`config.mk`:
```
export PLATFORM = sky130hd
export DESIGN_NAME = pes_packet_deframer_core
export DESIGN_NICKNAME = d
export VERILOG_FILES = /design/src/rtl/pes_dfr_pkg.sv /design/src/rtl/pes_dfr_parser.sv /design/src/rtl/pes_dfr_outq.sv /design/src/rtl/pes_packet_deframer_core.sv
export SDC_FILE = /design/constraint.sdc
export NUM_CORES = 1
export LEC_CHECK = 0
export BUFFER_PORTS_ARGS = -buffer_cell sky130_fd_sc_hd__buf_2
export CORE_MARGIN = 2
export CORE_UTILIZATION = 48
export CTS_BUF_LIST = sky130_fd_sc_hd__clkbuf_2 sky130_fd_sc_hd__clkbuf_4 sky130_fd_sc_hd__clkbuf_8
export CTS_CLUSTER_SIZE = 14
export DETAILED_ROUTE_END_ITERATION = 7
export PLACE_DENSITY = 0.77
export SLEW_MARGIN = 10
export SYNTH_ARGS = -nofsm -noshare
export SYNTH_HDL_FRONTEND = slang
export SYNTH_SLANG_ARGS = --single-unit
```
`constraint.sdc`:
```
create_clock -name clk -period 5.95 [get_ports clk]
set_clock_uncertainty 0.15 [all_clocks]
set_input_delay 0 -clock clk [delete_from_list [all_inputs] [get_ports clk]]
set_output_delay 0 -clock clk [all_outputs]
set_load 0.02 [all_outputs]
```
`src/rtl/pes_dfr_pkg.sv`:
```
// Package: constants, register codes and shared types of the PES packet deframer.
`timescale 1ns / 1ps

package pes_dfr_pkg;

  localparam int unsigned POS_W     = 17;  // byte position within a packet
  localparam int unsigned BYTE_W    = 8;
  localparam int unsigned HDR_LEN   = 6;   // start code, id and length field
  localparam int unsigned MATCH_LEN = 4;   // start code plus id
  localparam int unsigned PEND_N    = 5;   // header bytes held after the first
  localparam int unsigned PEND_W    = 3;   // counts 0..PEND_N
  localparam int unsigned ADDR_W    = 3;
  localparam int unsigned DATA_W    = 32;

  localparam logic [BYTE_W-1:0] SYNC_ZERO = 8'h00;
  localparam logic [BYTE_W-1:0] SYNC_ONE  = 8'h01;

  // register index codes (paddr[2])
  localparam logic REG_STREAM_ID = 1'b0;
  localparam logic REG_ID_MASK   = 1'b1;

  typedef struct packed {
    logic [BYTE_W-1:0] stream_id;
    logic [BYTE_W-1:0] id_mask;
  } pes_dfr_cfg_t;

  // parser to output queue: one item, or a whole header
  typedef struct packed {
    logic              valid;
    logic              hdr;      // header complete, six items follow
    logic [BYTE_W-1:0] data;     // payload byte, or low length byte of a header
    logic              last;
    logic [BYTE_W-1:0] id_byte;
    logic [BYTE_W-1:0] len_hi;
  } pes_dfr_emit_t;

endpackage

```
`src/rtl/pes_dfr_parser.sv`:
```
// Input register and header/payload parser of the PES packet deframer.
`timescale 1ns / 1ps

module pes_dfr_parser
  import pes_dfr_pkg::*;
(
  input  logic                clk,
  input  logic                rst_n,
  input  logic                in_valid,
  output logic                in_stall,
  input  logic [BYTE_W-1:0]   in_byte,
  input  pes_dfr_cfg_t        cfg,
  input  logic                space,
  output pes_dfr_emit_t       emit
);

  logic              in_valid_r;
  logic [BYTE_W-1:0] in_byte_r;
  logic [POS_W-1:0]  pos_r, pos_nxt;
  logic [POS_W-1:0]  size_r, size_nxt;
  logic [BYTE_W-1:0] seen_id_r, seen_id_nxt;
  logic [BYTE_W-1:0] len_high_r, len_high_nxt;

  logic              emits;
  logic              consume;
  logic [BYTE_W-1:0] ch;
  logic [BYTE_W-1:0] sync;
  logic [POS_W-1:0]  next_pos;
  logic [POS_W-1:0]  size_calc;
  logic              fin;
  logic              zero_len;

  assign emits    = (pos_r >= POS_W'(HDR_LEN - 1));
  assign consume  = in_valid_r && (!emits || space);
  assign in_stall = in_valid_r && !consume;

  always_comb begin
    pos_nxt      = pos_r;
    size_nxt     = size_r;
    seen_id_nxt  = seen_id_r;
    len_high_nxt = len_high_r;

    ch = in_byte_r;
    if (pos_r == POS_W'(MATCH_LEN - 1)) begin
      ch = in_byte_r & cfg.id_mask;
    end
    unique case (pos_r[1:0])
      2'd2:    sync = SYNC_ONE;
      2'd3:    sync = cfg.stream_id;
      default: sync = SYNC_ZERO;
    endcase

    next_pos  = pos_r + POS_W'(1);
    size_calc = {1'b0, len_high_r, in_byte_r} + POS_W'(HDR_LEN);
    zero_len  = (len_high_r == '0) && (in_byte_r == '0);
    fin       = (next_pos >= size_r) || (pos_r >= size_r);

    emit.valid   = consume && emits;
    emit.hdr     = (pos_r == POS_W'(HDR_LEN - 1));
    emit.data    = in_byte_r;
    emit.last    = emit.hdr ? zero_len : fin;
    emit.id_byte = seen_id_r;
    emit.len_hi  = len_high_r;

    if (consume) begin
      priority if (pos_r >= POS_W'(HDR_LEN)) begin
        pos_nxt = fin ? '0 : next_pos;
      end else if (pos_r < POS_W'(MATCH_LEN)) begin
        if (ch != sync) begin
          // resync: a zero byte already counts as two start code bytes
          pos_nxt = (ch == SYNC_ZERO) ? POS_W'(2) : '0;
        end else begin
          if (pos_r == POS_W'(MATCH_LEN - 1)) begin
            seen_id_nxt = in_byte_r;
          end
          pos_nxt = next_pos;
        end
      end else if (pos_r == POS_W'(MATCH_LEN)) begin
        len_high_nxt = in_byte_r;
        pos_nxt      = next_pos;
      end else begin
        size_nxt = size_calc;
        pos_nxt  = zero_len ? '0 : POS_W'(HDR_LEN);
      end
    end
  end

  always_ff @(posedge clk) begin
    if (!rst_n) begin
      in_valid_r <= 1'b0;
      pos_r      <= '0;
      size_r     <= '0;
      seen_id_r  <= '0;
      len_high_r <= '0;
    end else begin
      if (!in_stall) begin
        in_valid_r <= in_valid;
      end
      pos_r      <= pos_nxt;
      size_r     <= size_nxt;
      seen_id_r  <= seen_id_nxt;
      len_high_r <= len_high_nxt;
    end
  end

  always_ff @(posedge clk) begin
    if (in_valid && !in_stall) begin
      in_byte_r <= in_byte;
    end
  end

endmodule

```
`src/rtl/pes_dfr_outq.sv`:
```
// Output register and header queue of the PES packet deframer.
`timescale 1ns / 1ps

module pes_dfr_outq
  import pes_dfr_pkg::*;
(
  input  logic              clk,
  input  logic              rst_n,
  input  pes_dfr_emit_t     emit,
  output logic              space,
  output logic              out_valid,
  input  logic              out_stall,
  output logic [BYTE_W-1:0] out_byte,
  output logic              out_first,
  output logic              out_last
);

  logic              out_valid_r, out_valid_nxt;
  logic [BYTE_W-1:0] out_byte_r, out_byte_nxt;
  logic              out_first_r, out_first_nxt;
  logic              out_last_r, out_last_nxt;
  logic [PEND_W-1:0] pend_cnt_r, pend_cnt_nxt;
  logic              pend_last_r, pend_last_nxt;
  logic [BYTE_W-1:0] pend_r   [PEND_N];
  logic [BYTE_W-1:0] pend_nxt [PEND_N];
  logic              slot_free;

  assign slot_free = !out_valid_r || !out_stall;
  assign space     = (pend_cnt_r == '0) && slot_free;

  always_comb begin
    out_valid_nxt = out_valid_r;
    out_byte_nxt  = out_byte_r;
    out_first_nxt = out_first_r;
    out_last_nxt  = out_last_r;
    pend_cnt_nxt  = pend_cnt_r;
    pend_last_nxt = pend_last_r;
    for (int i = 0; i < PEND_N; i++) begin
      pend_nxt[i] = pend_r[i];
    end

    if (slot_free) begin
      if (pend_cnt_r != '0) begin
        out_valid_nxt = 1'b1;
        out_byte_nxt  = pend_r[0];
        out_first_nxt = 1'b0;
        out_last_nxt  = (pend_cnt_r == PEND_W'(1)) && pend_last_r;
        for (int i = 0; i < PEND_N - 1; i++) begin
          pend_nxt[i] = pend_r[i+1];
        end
        pend_cnt_nxt = pend_cnt_r - PEND_W'(1);
      end else if (emit.valid) begin
        out_valid_nxt = 1'b1;
        if (emit.hdr) begin
          out_byte_nxt  = SYNC_ZERO;
          out_first_nxt = 1'b1;
          out_last_nxt  = 1'b0;
          pend_nxt[0]   = SYNC_ZERO;
          pend_nxt[1]   = SYNC_ONE;
          pend_nxt[2]   = emit.id_byte;
          pend_nxt[3]   = emit.len_hi;
          pend_nxt[4]   = emit.data;
          pend_cnt_nxt  = PEND_W'(PEND_N);
          pend_last_nxt = emit.last;
        end else begin
          out_byte_nxt  = emit.data;
          out_first_nxt = 1'b0;
          out_last_nxt  = emit.last;
        end
      end else begin
        out_valid_nxt = 1'b0;
      end
    end
  end

  always_ff @(posedge clk) begin
    if (!rst_n) begin
      out_valid_r <= 1'b0;
      pend_cnt_r  <= '0;
    end else begin
      out_valid_r <= out_valid_nxt;
      pend_cnt_r  <= pend_cnt_nxt;
    end
  end

  always_ff @(posedge clk) begin
    out_byte_r  <= out_byte_nxt;
    out_first_r <= out_first_nxt;
    out_last_r  <= out_last_nxt;
    pend_last_r <= pend_last_nxt;
    for (int i = 0; i < PEND_N; i++) begin
      pend_r[i] <= pend_nxt[i];
    end
  end

  assign out_valid = out_valid_r;
  assign out_byte  = out_byte_r;
  assign out_first = out_first_r;
  assign out_last  = out_last_r;

endmodule

```
`src/rtl/pes_packet_deframer_core.sv`:
```
// Top level of the PES packet deframer: register port, parser and output queue.
// Takes one byte item per cycle while in_stall is low, hunts for the start code
// 00 00 01 plus a stream id (received id ANDed with id_mask, then compared with
// stream_id), and streams out every byte of a matching packet with first/last
// marks. Bytes of the start code, id and length are held back until the length
// is complete; the sixth header byte then yields all six header items, which
// leave one by one through the single output register; the input stalls until
// they have all moved into it. Other bytes pass at one item per cycle while
// neither side stalls, via the input register and then the output register. A
// byte that breaks the start code or id is dropped and the match restarts (a
// zero byte counts as the first two start code bytes). A zero length field
// closes the packet on its sixth byte. stream_id lives at byte address 0 (reset
// 00), id_mask at 4 (reset FF); write them only while the block is idle.
`timescale 1ns / 1ps

module pes_packet_deframer_core
  import pes_dfr_pkg::*;
(
  input  logic              clk,
  input  logic              rst_n,
  // configuration port
  input  logic              psel,
  input  logic              penable,
  input  logic              pwrite,
  input  logic [ADDR_W-1:0] paddr,
  input  logic [DATA_W-1:0] pwdata,
  output logic [DATA_W-1:0] prdata,
  output logic              pready,
  // byte input
  input  logic              in_valid,
  output logic              in_stall,
  input  logic [BYTE_W-1:0] in_byte,
  // packet output
  output logic              out_valid,
  input  logic              out_stall,
  output logic [BYTE_W-1:0] out_byte,
  output logic              out_first,
  output logic              out_last
);

  logic [BYTE_W-1:0] stream_id_r;
  logic [BYTE_W-1:0] id_mask_r;
  logic              wr_en;
  pes_dfr_cfg_t      cfg;
  pes_dfr_emit_t     emit;
  logic              space;

  assign pready = 1'b1;
  assign wr_en  = psel && penable && pwrite;

  // register file: two byte-wide registers, index taken from paddr[2]
  always_ff @(posedge clk) begin
    if (!rst_n) begin
      stream_id_r <= '0;
      id_mask_r   <= '1;
    end else if (wr_en) begin
      unique case (paddr[2])
        REG_STREAM_ID: stream_id_r <= pwdata[BYTE_W-1:0];
        REG_ID_MASK:   id_mask_r   <= pwdata[BYTE_W-1:0];
        default:       ;
      endcase
    end
  end

  always_comb begin
    unique case (paddr[2])
      REG_STREAM_ID: prdata = {{(DATA_W-BYTE_W){1'b0}}, stream_id_r};
      REG_ID_MASK:   prdata = {{(DATA_W-BYTE_W){1'b0}}, id_mask_r};
      default:       prdata = '0;
    endcase
  end

  assign cfg.stream_id = stream_id_r;
  assign cfg.id_mask   = id_mask_r;

  // header hunt and packet tracking
  pes_dfr_parser u_parser (
    .clk      (clk),
    .rst_n    (rst_n),
    .in_valid (in_valid),
    .in_stall (in_stall),
    .in_byte  (in_byte),
    .cfg      (cfg),
    .space    (space),
    .emit     (emit)
  );

  // output register plus queue for the header burst
  pes_dfr_outq u_outq (
    .clk       (clk),
    .rst_n     (rst_n),
    .emit      (emit),
    .space     (space),
    .out_valid (out_valid),
    .out_stall (out_stall),
    .out_byte  (out_byte),
    .out_first (out_first),
    .out_last  (out_last)
  );

endmodule

```
==> results.ini <==
[die]
fp.dieH_um=126
core.rowCount=44
core_area_um2=14500
start_util_pct=49.1
die-area_um2=15900
die_w_um=126
ios=95

[detailed_routing]
vias_per_cell=5.51
top_layer=met4
drc_errors=0
initialDrtViolationCount=444
vias=5468
drt-wirelength-per-cell_um=16.4
met2RoutedLength_um=7370
finalWirelength_um=16300
drt-met1-wl_um=7640
dr.pass1.iters=5
met3WireLength_um=954
drtAntennaViolNets=0

[synthesis]
synth_edf_count=59
yosysSeqAreaShare_pct=44.7
avgSynthCellArea_um2=9.79
yosys_warnings=0
synth_area_um2=7140
synth_top_flop_cell=dfxtp_1
syn_inst=729
synth_cell_types=65
async_flop_share_pct=0
ys_ff_latch=130

[final_layout]
drive_above_1_share_pct=12.5
final_common_cell=nand2_1
diodes=0
final_cell_mix=104 x nand2_1, 71 x dfxtp_1, 59 x edfxtp_1
final_area_um2=8170
nets=885
area_growth_pct=14.5
fill_cells=1263

[sta]
finalCriticalPeriod_ps=4640
worstMarginPinSlew_ps=1060
maxSlewViolCount=0
setup_viol=0
fin_ws_ps=1310
timing.hold.ws_ps=69.1
rsz0062_at_grt=no
clock.fmax_ghz=0.216
hold_viol=0
slew_headroom_pct=29.3
period_share_pct=77.9
setup-tns-final_ps=0

[clocking]
cts_resized=0
clk_latency_ps=460
clock-sinks=130
clkTransAtPathRegs_ps=80
cts.path.max_buffers=2
cts_tree=yes
numCtsBuffers=17
cts_root_buf=clkbuf_8
cts_max_level=4

[setup_path]
crit_end=u_parser.pos_r[16]$_SDFFE_PN0P_
arrival_ps=4890
worst_path_max_delay_cell=dfxtp_1
cpPeakStageDelay_ps=680
r2r_cells=16
critPathKind=flip-flop to flip-flop
path_max_fanout=18
crit_buf_inv=0
regToRegEndpoint=u_parser.pos_r[16]$_SDFFE_PN0P_
cpLargestDelayFamily=simple AND/OR/NAND/NOR gates
required_ps=6200
cp_num_cells=16
crit_chain=nand2_1 -> nor3_1 -> and3_1 -> and3_1 -> and3_1 -> a31oi_1 -> or2_2 -> ha_1 -> nand4_1 -> nor3_1 -> a21oi_1 -> o21ai_0 -> or4_1 -> a211oi_4 -> and3_4 -> a22o_1
critPathCaptureType=flip-flop
r2r_start=u_parser.pos_r[2]$_SDFFE_PN0P_
critPathLaunchType=flip-flop
reg2reg_slack_ps=1310
timing.critical_path.from=u_parser.pos_r[2]$_SDFFE_PN0P_
crit_top_cell=and3_1

[place]
placedInstanceArea_um2=7400
gp_congestion=0.910
numPortBuffers=43
dp_hpwl_um=10900
preCtsSetupSlack_ps=1350

[outcome]
status=complete, no violations

[flow_run]
drv_cap=0

[power_and_ir_drop]
p_total_uw=2700
power.density_nw_per_um2=330
ir_drop_mv=0.241
power_leakage_uw=0.00340

[worst_hold_path]
min_path_type=primary input to flip-flop
hp-start=paddr[2]

[global_route]
grt_usage_pct=21.0
antenna_found_initial=0
grt-ovfl-total=0
grt_pass1_vias=5244
grt_first_pass_wirelength_um=26500
grt_max_degree=61

==> worst min-delay path, stage by stage <==
cell and delay (ps):
buf_2 240, nor2_1 220, nand2_1 100, a21boi_0 60
==> per-stage QoR <==
step           utilization, %  cells
4_1_cts                  56.2    992
3_3_place_gp             50.9    924
3_5_place_dp             50.9    924
6_report                 56.2    992
5_1_grt                  56.2    992
2_1_floorplan               -    752
==> worst min path at each step <==
stage                                 endpoint  slack [ps]  depth (start not counted)
3_3_place_gp   u_parser.in_byte_r[7]$_DFFE_PP_          30                          1
3_5_place_dp   u_parser.in_byte_r[1]$_DFFE_PP_          30                          1
6_report           stream_id_r[0]$_SDFFE_PN0P_          70                          4
2_1_floorplan  u_parser.in_byte_r[0]$_DFFE_PP_         -50                          0
4_1_cts            stream_id_r[1]$_SDFFE_PN0P_          20                          4
5_1_grt        u_parser.in_byte_r[5]$_DFFE_PP_          90                          2
==> power by group <==
part,switching (uW),internal (uW)
Clock,394,398
Combinational,401,219
Sequential,71.2,1210
Total,867,1830
==> state kept, by name (all words and copies together), names as in the netlist <==
register             flops
stream_id_r              8
u_parser.pos_r          17
u_parser.size_r         17
id_mask_r                8
u_parser.len_high_r      8
u_parser.in_valid_r      1
u_outq.pend_r           40
u_parser.in_byte_r       8
u_outq.pend_last_r       1
u_parser.seen_id_r       8
u_outq.out_last          1
u_outq.out_valid         1
u_outq.out_first         1
u_outq.out_byte          8
u_outq.pend_cnt_r        3
==> area by class of cell <==
type	count	area, um^2	share of cell area (%)
Clock buffer	18	248	3.03
Clock inverter	14	169	2.07
Sequential cell	130	3190	39.1
Timing Repair Buffer	85	621	7.59
Multi-Input combinational cell	531	3600	44.0
Tap cell	184	230	2.82
Inverter	30	113	1.38
==> synth_stat cells, types with 4 or more instances <==
cell type    n  area, um^2
a211oi_1     4        30.0
a21boi_0    13        97.6
a21o_1       4        30.0
a21oi_1     15        75.1
a22o_1      20         175
and2_1       4        25.0
and3_1      11        68.8
buf_4       26         195
clkbuf_1    31         116
dfxtp_1     71        1420
edfxtp_1    59        1770
ha_1        40         500
inv_1       30         113
mux2_2       5        56.3
mux2i_1     23         230
nand2_1    104         390
nand2b_1     5        31.3
nand3_1     24         120
nand4_1     10        62.6
nor2_1      35         131
nor2b_1     40         250
nor3_1       7        35.0
nor4_1       5        31.3
o211a_1     16         160
o21a_1       4        30.0
o21ai_0     27         135
o2bb2ai_1    8        70.1
xnor2_1      9        78.8
xor2_1      27         236
==> repair_timing <==
item / in CTS / in global routing
buffers inserted: 0 / 0
hold buffers: 36 / 0
endpoints found under the hold margin: 35 / 0
==> cell families after synthesis <==
logic type	synth area share [%]
xor gates and xnor gates	4.42
other	0.105
and+or+nand+nor	18.7
muxes	4.17
AOI/OAI and AO/OA	14.5
adders and majority gates	7.01
buffers and inverters	6.29
DFF	44.7
==> metal layers <==
metal | track usage [%] | up-vias
met1 | 29.2 | 2569
met4 | 7.89 | 0
met3 | 4.38 | 26
li1 | - | 2674
met2 | 32.3 | 199
met5 | 0 | -
(Power assumes the default switching activity.)
